<file path="src/rtl/double_ended_queue_unit_macros.svh">
// assertion macros used by the deque top level
`ifndef DOUBLE_ENDED_QUEUE_UNIT_MACROS_SVH
`define DOUBLE_ENDED_QUEUE_UNIT_MACROS_SVH

// same-cycle implication, disabled during reset
`define DQ_ASSERT_IMPL(lbl, clk, rst, ante, cons, msg) \
   lbl: assert property (@(posedge clk) disable iff (rst) (ante) |-> (cons)) \
      else $error(msg);

// next-cycle implication, disabled during reset
`define DQ_ASSERT_NEXT(lbl, clk, rst, ante, cons, msg) \
   lbl: assert property (@(posedge clk) disable iff (rst) (ante) |=> (cons)) \
      else $error(msg);

`endif

</file>
<file path="src/rtl/dq_pkg.sv">
// types and codes of the double-ended queue unit
package dq_pkg;

   localparam logic [1:0] FUNC_PUSH_FRONT = 2'd0;
   localparam logic [1:0] FUNC_PUSH_BACK  = 2'd1;
   localparam logic [1:0] FUNC_POP_FRONT  = 2'd2;
   localparam logic [1:0] FUNC_POP_BACK   = 2'd3;

   localparam logic [1:0] STATUS_OK    = 2'd0;
   localparam logic [1:0] STATUS_EMPTY = 2'd1;
   localparam logic [1:0] STATUS_FULL  = 2'd2;

   typedef struct packed {
      logic [1:0]         func;
      logic signed [31:0] value;
   } dq_req_type;

   typedef struct packed {
      logic [1:0]         status;
      logic [4:0]         count;
      logic signed [31:0] front_value;
      logic signed [31:0] back_value;
   } dq_rsp_type;

endpackage

</file>
<file path="src/rtl/dq_ram.sv">
// ring storage: one write port, one registered read port
module dq_ram #(
   parameter int DEPTH = 16,
   parameter int AW    = 4
) (
   input  logic          clock,
   input  logic          wr_en,
   input  logic [AW-1:0] wr_addr,
   input  logic [31:0]   wr_data,
   input  logic [AW-1:0] rd_addr,
   output logic [31:0]   rd_data
);

   logic [31:0] mem [DEPTH];
   logic [31:0] rd_data_ff;

   always_ff @(posedge clock) begin
      if (wr_en) begin
         mem[wr_addr] <= wr_data;
      end
      rd_data_ff <= mem[rd_addr];
   end

   assign rd_data = rd_data_ff;

endmodule

</file>
<file path="src/rtl/double_ended_queue_unit.sv">
// bounded double-ended queue of signed 32-bit values, top level
//
//   channel   handshake           payload       direction
//   request   start / busy        req_data      in
//   response  rsp_strobe          rsp_data      out
//
// one response per transaction, on the cycle right after acceptance
// pushes, rejected operations and pops that leave at most one entry keep the block idle
// pops that leave two or more entries pass through a read-back state: the new end value is read
//   from the ring memory, whose read port is registered (busy high)
// reset is synchronous: queue empties, head returns to slot zero, no strobe
// the receiver cannot stall; rsp_strobe lasts exactly one cycle
module double_ended_queue_unit #(
   parameter int DEPTH = 16
) (
   input  logic               clock,
   input  logic               reset,
   input  logic               start,
   output logic               busy,
   input  dq_pkg::dq_req_type req_data,
   output logic               rsp_strobe,
   output dq_pkg::dq_rsp_type rsp_data
);
   import dq_pkg::*;
`include "double_ended_queue_unit_macros.svh"

   localparam int AW = $clog2(DEPTH);
   localparam int CW = $clog2(DEPTH + 1);
   localparam int SW = AW + 1;

   localparam logic ST_IDLE = 1'b0;
   localparam logic ST_FIX  = 1'b1;

   // control state
   logic          state_ff, state_in;
   logic          rsp_strobe_ff, rsp_strobe_in;
   logic [AW-1:0] head_ff, head_in;
   logic [CW-1:0] count_ff, count_in;
   // payload state: cached end values, response status
   logic          fix_front_ff, fix_front_in;
   logic [31:0]   front_ff, front_in;
   logic [31:0]   back_ff, back_in;
   logic [1:0]    status_ff, status_in;

   // memory port
   logic          wr_en;
   logic [AW-1:0] wr_addr;
   logic [AW-1:0] rd_addr;
   logic [31:0]   rd_data;

   logic          accept;
   logic          full;
   logic          empty;
   logic [AW-1:0] head_dec;
   logic [AW-1:0] head_inc;
   logic [CW-1:0] count_m2;
   logic [31:0]   front_out;
   logic [31:0]   back_out;

   // (a + b) mod DEPTH for a < DEPTH, b <= DEPTH
   function automatic logic [AW-1:0] ring_add(input logic [AW-1:0] a, input logic [CW-1:0] b);
      logic [SW-1:0] s;
      s = {1'b0, a} + SW'(b);
      if (s >= SW'(DEPTH)) begin
         s = s - SW'(DEPTH);
      end
      return s[AW-1:0];
   endfunction

   dq_ram #(
      .DEPTH (DEPTH),
      .AW    (AW)
   ) u_ram (
      .clock   (clock),
      .wr_en   (wr_en),
      .wr_addr (wr_addr),
      .wr_data (req_data.value),
      .rd_addr (rd_addr),
      .rd_data (rd_data)
   );

   // a new transaction waits while an end value is still being read back
   assign busy   = (state_ff == ST_FIX);
   assign accept = start && !busy;

   assign full     = (count_ff == CW'(DEPTH));
   assign empty    = (count_ff == '0);
   assign head_dec = (head_ff == '0) ? AW'(DEPTH - 1) : head_ff - AW'(1);
   assign head_inc = (head_ff == AW'(DEPTH - 1)) ? '0 : head_ff + AW'(1);
   assign count_m2 = count_ff - CW'(2);

   always_comb begin
      state_in      = ST_IDLE;
      rsp_strobe_in = accept;
      head_in       = head_ff;
      count_in      = count_ff;
      fix_front_in  = fix_front_ff;
      front_in      = front_ff;
      back_in       = back_ff;
      status_in     = status_ff;
      wr_en         = 1'b0;
      wr_addr       = ring_add(head_ff, count_ff);
      rd_addr       = head_inc;

      if (state_ff == ST_FIX) begin
         // memory data for the new end arrives this cycle
         if (fix_front_ff) begin
            front_in = rd_data;
         end else begin
            back_in = rd_data;
         end
      end else if (accept) begin
         status_in = STATUS_OK;
         case (req_data.func)
            FUNC_PUSH_FRONT: begin
               if (full) begin
                  status_in = STATUS_FULL;
               end else begin
                  wr_en    = 1'b1;
                  wr_addr  = head_dec;
                  head_in  = head_dec;
                  count_in = count_ff + CW'(1);
                  front_in = req_data.value;
                  if (empty) begin
                     back_in = req_data.value;
                  end
               end
            end
            FUNC_PUSH_BACK: begin
               if (full) begin
                  status_in = STATUS_FULL;
               end else begin
                  wr_en    = 1'b1;
                  count_in = count_ff + CW'(1);
                  back_in  = req_data.value;
                  if (empty) begin
                     front_in = req_data.value;
                  end
               end
            end
            FUNC_POP_FRONT: begin
               if (empty) begin
                  status_in = STATUS_EMPTY;
               end else begin
                  head_in  = head_inc;
                  count_in = count_ff - CW'(1);
                  rd_addr  = head_inc;
                  if (count_ff == CW'(2)) begin
                     front_in = back_ff;
                  end else if (count_ff > CW'(2)) begin
                     fix_front_in = 1'b1;
                     state_in     = ST_FIX;
                  end
               end
            end
            FUNC_POP_BACK: begin
               if (empty) begin
                  status_in = STATUS_EMPTY;
               end else begin
                  count_in = count_ff - CW'(1);
                  rd_addr  = ring_add(head_ff, count_m2);
                  if (count_ff == CW'(2)) begin
                     back_in = front_ff;
                  end else if (count_ff > CW'(2)) begin
                     fix_front_in = 1'b0;
                     state_in     = ST_FIX;
                  end
               end
            end
            default: begin
               status_in = STATUS_OK;
            end
         endcase
      end
   end

   always_ff @(posedge clock) begin
      if (reset) begin
         state_ff      <= ST_IDLE;
         rsp_strobe_ff <= 1'b0;
         head_ff       <= '0;
         count_ff      <= '0;
      end else begin
         state_ff      <= state_in;
         rsp_strobe_ff <= rsp_strobe_in;
         head_ff       <= head_in;
         count_ff      <= count_in;
      end
      fix_front_ff <= fix_front_in;
      front_ff     <= front_in;
      back_ff      <= back_in;
      status_ff    <= status_in;
   end

   // during the read-back cycle the fresh end value bypasses its cache register
   assign front_out = (busy && fix_front_ff)  ? rd_data : front_ff;
   assign back_out  = (busy && !fix_front_ff) ? rd_data : back_ff;

   assign rsp_strobe           = rsp_strobe_ff;
   assign rsp_data.status      = status_ff;
   assign rsp_data.count       = 5'(count_ff);
   assign rsp_data.front_value = empty ? '0 : $signed(front_out);
   assign rsp_data.back_value  = empty ? '0 : $signed(back_out);

   // every accepted transaction answers on the next cycle
   `DQ_ASSERT_NEXT(a_rsp_follows, clock, reset, accept, rsp_strobe, "missing response")
   // a read-back cycle is always a response cycle
   `DQ_ASSERT_IMPL(a_fix_has_rsp, clock, reset, busy, rsp_strobe, "read-back without response")
   // read-back lasts a single cycle
   `DQ_ASSERT_NEXT(a_fix_one_cycle, clock, reset, busy, !busy, "read-back too long")
   // occupancy stays bounded
   `DQ_ASSERT_IMPL(a_count_bound, clock, reset, 1'b1, count_ff <= CW'(DEPTH), "count overflow")
   // an accepted push on a non-full queue grows it by one
   `DQ_ASSERT_NEXT(a_push_grows, clock, reset,
      accept && !full && (req_data.func == FUNC_PUSH_FRONT || req_data.func == FUNC_PUSH_BACK),
      count_ff == $past(count_ff) + CW'(1), "push did not grow count")

endmodule

</file>
<file path="config.mk">
export PLATFORM = sky130hd
export DESIGN_NAME = double_ended_queue_unit
export DESIGN_NICKNAME = d
export VERILOG_FILES = /design/src/rtl/dq_pkg.sv /design/src/rtl/dq_ram.sv /design/src/rtl/double_ended_queue_unit.sv
export VERILOG_INCLUDE_DIRS = /design/src /design/src/rtl
export SDC_FILE = /design/constraint.sdc
export NUM_CORES = 1
export LEC_CHECK = 0
export BUFFER_PORTS_ARGS = -buffer_cell sky130_fd_sc_hd__buf_2
export CORE_UTILIZATION = 30
export DETAILED_ROUTE_END_ITERATION = 6
export PLACE_DENSITY = 0.57
export REMOVE_ABC_BUFFERS = 1
export SYNTH_ARGS = -nofsm -noshare
export SYNTH_HDL_FRONTEND = slang
export SYNTH_HIERARCHICAL = 1
export SYNTH_SLANG_ARGS = --single-unit
</file>
<file path="constraint.sdc">
create_clock -name clock -period 4.8 [get_ports clock]
set_input_delay 0.48 -clock clock [delete_from_list [all_inputs] [get_ports clock]]
set_output_delay 0.48 -clock clock [all_outputs]
set_load 0.1 [all_outputs]
</file>
# After elaboration in Yosys (flattened, before gate mapping)
# Memory sizes are Yosys's and may differ from the RTL's. A register that Yosys moved wholly into a read port is not among the register bits.
# Index checks and enable logic that the tools add are counted.
# totals
out_inout_bits	73
ram_bits	512
memories	1
wordCells	125
in_bits	37
ff_bits	78
# classes
addsub	9
n_eq_ne	25
reduce_logical	22
mux	54
n_bitwise	3
magnitude_cmp	3
# memory_table
name	words	word_bits	read_ports	rd_clocked_by_memory_dff	wr	line	text
u_ram.mem	16	32	1	1	1	dq_ram.sv:14	logic [31:0] mem [DEPTH];
# ops
cell	count
$mux 32	17
$pmux 32 s3	2
$mux 4	14
$ne 3x3->1 const B	8
$ne 2x2->1 const B	10
$reduce_and 8->1	2
$mux 1	14
$sub 4x1->4 const B	3
$add 4x5->5	2
$ge 5x5->1 const B	2
$mux 5	2
$pmux 5 s2	1
$reduce_and 9->1	1
$pmux 4 s2	1
$reduce_bool 4->1	2
$reduce_bool 2->1	3
$reduce_or 6->1	1
$add 5x1->5 const B	1
$eq 5x2->1 const B	1
$eq 5x5->1 const B	1
$gt 5x2->1 const B	1
$logic_not 5->1	1
$reduce_and 5->1	1
$sub 5x1->5 const B	1
17 further kinds	24

# Logic depth before layout (Yosys ltp)
# logic_depth
depth_word	8
ltp_mapped	13
ltp_nobuf	11

# Cells and area by module
# The synthesis kept the hierarchy.
# modules_own_cells
mod	n_inst	cells_per_inst	area_each_um2	seq_area_each_um2
dq_ram	1	838	19835.3	16015.4
double_ended_queue_unit	1	684	5526.6	2232.1

# Worst setup path before layout
# Ideal clock, no wire load.
# synth_timing
path_kind	reg2reg
from	register count_ff[1]
to	memory u_ram.mem[0][0] (enable)
path_buffers	0
synth_period_minus_slack_ns	5.277
setup_slack_ns	-0.477
arrival_ns	4.816
path_stages_with_launch	10
setup_ns	0.461
t_required_ns	4.339
cell_sequence	dfxtp_1 -> inv_1 -> ha_1 -> a21oi_1 -> nor2_1 -> nor2_1 -> xnor2_1 -> mux2i_1 -> or3b_2 -> nor3_1
# synth_between
elab_chain_len	7
elab_cells_between_ends	15
cone_classes	2 x add/sub; 1 x order compare; 1 x eq/ne; 11 x mux
# synth_lines
element	line	text
from (decl)	double_ended_queue_unit.sv:38	logic [CW-1:0] count_ff, count_in;
from (signal assigned)	double_ended_queue_unit.sv:187	count_ff <= count_in;
$add 4x5->5	double_ended_queue_unit.sv:63	s = {1'b0, a} + SW'(b);
$sub 4x1->4 or $ge 5x5->1 (tied branches)	double_ended_queue_unit.sv:65, double_ended_queue_unit.sv:64	
$mux 4	double_ended_queue_unit.sv:64	if (s >= SW'(DEPTH)) begin
$mux 4	double_ended_queue_unit.sv:116	if (full) begin
$mux 4	double_ended_queue_unit.sv:114	case (req_data.func)
$mux 4	double_ended_queue_unit.sv:112	end else if (accept) begin
$mux 4 *	double_ended_queue_unit.sv:105	if (state_ff == ST_FIX) begin
net wr_addr[3]	double_ended_queue_unit.sv:47	logic [AW-1:0] wr_addr;
to (decl)	dq_ram.sv:14	
# Mark *: on every way through the listed nets, which the timed path passes. The rest lies on a longest branch.

==> results.md <==
- Leak Pwr: 9.89 nW
- Post-CTS Resized: 0
- Status: finished, final reports clean
- Synth area leader: edfxtp_1
- Setup violations, final: 0
- Initial antenna violation count: 2
- CTS max path bufs: 3
- Detailed Route Iter0 Violations: 966
- Overall Power: 16.8 mW
- Layout cell share with drive strength beyond 1: 24.9%
- Cell Area, Synth: 25400 um2
- Synth top area share: 68.6%
- CTS tree: done
- P per Cell Area: 564 nW/um2
- H-Tree Depth: 3
- First-pass GRT wire length: 94700 um
- Worst setup EP type: output pin
- Syn Inst Count: 1522
- Clock root buffer master: clkbuf_16
- Hold/Removal Path Class: primary input to register
- Largest net degree at the start of global routing: 67
- Yosys cell types: 43
- TNS Setup: 0 ns
- Clk pin slew, worst setup/hold paths: 0.06 ns
- DIE WIDTH: 293 um
- Asr flop ratio synth: 0%
- Utilization after layout: 35.6%
- FF+latch count, synth: 622
- Die area: 85700 um2
- Most frequent cell after synthesis: edfxtp_1
- WL per Instance: 22.3 um
- DRT Wirelength: 63400 um
- Chip height: 293 um
- Row Count: 106
- Number of global-route vias before repair: 14700
- Worst Tran Pin Value: 0.983 ns
- CP arrival: 3.65 ns
- Top delay family on crit path: buffers and inverters
- GRT overflow: 0
- Post-route ant nets: 0
- Slew Viols, Final: 0
- Layout area overhead: 17.6%
- Yosys warns: 6
- DRC viols: 0
- Routability Congestion: 0.766
- Post-route cell area: 29800 um2
- Setup bufs post-CTS: 0
- Post-synth EDFFs: 579
- IO Port Bufs: 109
- Hold Crit Depth: 2
- Clock period minus worst slack: 4.13 ns
- Final worst clock skew: 0.0285 ns
- Total number of vias: 14100
- Initial Util: 30.3%
- Hold buffer count at CTS: 0
- Max_cap viols: 0
- Nets@finish: 1711
- # clock sinks: 622
- Final count of hold timing violations: 0
- Slew margin rel.: 33.8%
- Worst path buffer plus inverter count: 3
- WP data required: 4.32 ns
- Top cells by count, synth: edfxtp_1, nand2_1, mux4_2
- Worst-skew pair later-pin latency: 0.61 ns
- Highest cell delay on the worst timing path: 0.71 ns
- Final period util: 86.1%
- Cell mode on critical path: buf_4
- Synthesized area per cell: 16.7 um2
- Crit path kind: register to output pin
- Final worst slack: 0.668 ns
- Max IR drop VDD: 414 uV
- Sequential fraction of the synthesis area: 71.9%
- Worst Setup Start Kind: register
- Crit-path cells: buf_4 -> and2_2 -> buf_4 -> nand2_1 -> a21oi_1 -> buf_2
- Total track usage: 14.8%
- Highest-delay cell along the critical path: buf_4
- RSZ-0062 raised after global routing: false
- # diodes: 0
- Fmax: 0.242 GHz
- Placement Setup Slack: 0.808 ns
- Depth of the worst register-to-register path: 7
- Max Fanout on Critical Path: 60
- DR pass1 iterations: 5
- Clock buffer count from CTS: 70
- Top post-synthesis cells by area: edfxtp_1, mux4_2, dfxtp_1
- Core box area: 83700 um2
- Crit. path cell count: 6
- Area after DPL: 27600 um2
- Post-synth top flop: edfxtp_1
- Post-DP HPWL: 36500 um
- Top-level I/O count: 110
- DR vias/cell: 4.97
## metal layers
layer / vias to the layer above / track usage, % / part of all wire, %
met2: 467 / 24.0 / 47
met3: 87 / 2.81 / 6.2
met4: 2 / 4.35 / 1.9
li1: 6198 / - / -
met5: - / 0 / 0.014
met1: 7373 / 20.3 / 45
## area by class of cell
type                    instances  area [um2]
inverters                      14        52.6
well taps                    1134        1420
clock inverters                44         425
clock buffers                  83        1850
repair buffers                157        1010
fillers                      7787       53900
flip-flops and latches        622       18300
multi-input cells             790        6820
## stage by stage
step                      hold slack [ns]  instances
after global routing                0.206       2844
after global placement              0.546       2717
final                               0.201       2844
after CTS                           0.177       2844
after floorplan                     0.549       1426
after detailed placement            0.573       2717
## path summary, 6_finish.rpt
path                    start           endpoint  slack [ns]
hold / removal          reset        count_ff[3]        0.20
setup reg to reg  count_ff[1]  u_ram/mem[15][13]        0.97
setup / recovery         busy       rsp_data[63]        0.67
hold reg to reg   count_ff[4]        count_ff[4]        0.58
## where the power goes
group          leakage [nW]  switching [mW]  total (mW)  internal, mW
combinational          3.17            3.67        4.88          1.21
sequential             5.60           0.289        6.67          6.38
clock                  1.12            2.13        5.28          3.15
total                  9.89            6.08        16.8          10.7
## cell usage in the layout (no fill, tap or decap), types with 7 or more instances in the layout
master | netlist | final
a211oi_1 | 65 | 65
clkinv_1 | 0 | 13
nor2_4 | 0 | 13
clkbuf_16 | 0 | 72
a22oi_1 | 66 | 64
xnor2_1 | 11 | 11
nor2b_1 | 100 | 97
dfxtp_1 | 43 | 42
nor2_1 | 94 | 81
bufinv_16 | 0 | 7
inv_6 | 0 | 7
ha_1 | 16 | 14
buf_2 | 8 | 109
clkbuf_1 | 60 | 10
a21oi_1 | 75 | 75
nand2_1 | 170 | 169
buf_12 | 0 | 8
mux4_2 | 128 | 128
edfxtp_1 | 579 | 579
o21ai_0 | 11 | 11
clkinv_2 | 0 | 13
inv_1 | 14 | 14
buf_4 | 9 | 40
## cells by family (layout without fill, tap and decap cells)
logic type / after synthesis / count (layout) / synth area share (%)
flip-flops: 622 / 622 / 71.9
AND/OR/NAND/NOR: 395 / 395 / 7.13
AO/OA/AOI/OAI: 229 / 229 / 6.00
multiplexers: 135 / 135 / 11.7
buffers and inverters: 110 / 298 / 1.83
adder cells (fa/ha/maj): 19 / 19 / 1.03
XOR/XNOR: 12 / 12 / 0.414
## state kept, by name, indices dropped and copies added (netlist names)
signal / flops
u_ram/mem: 512
back_ff: 32
front_ff: 32
u_ram/rd_data: 32
count_ff: 5
head_ff: 4
status_ff: 2
busy: 1
fix_front_ff: 1
rsp_strobe: 1
(Power assumes the default switching activity.)
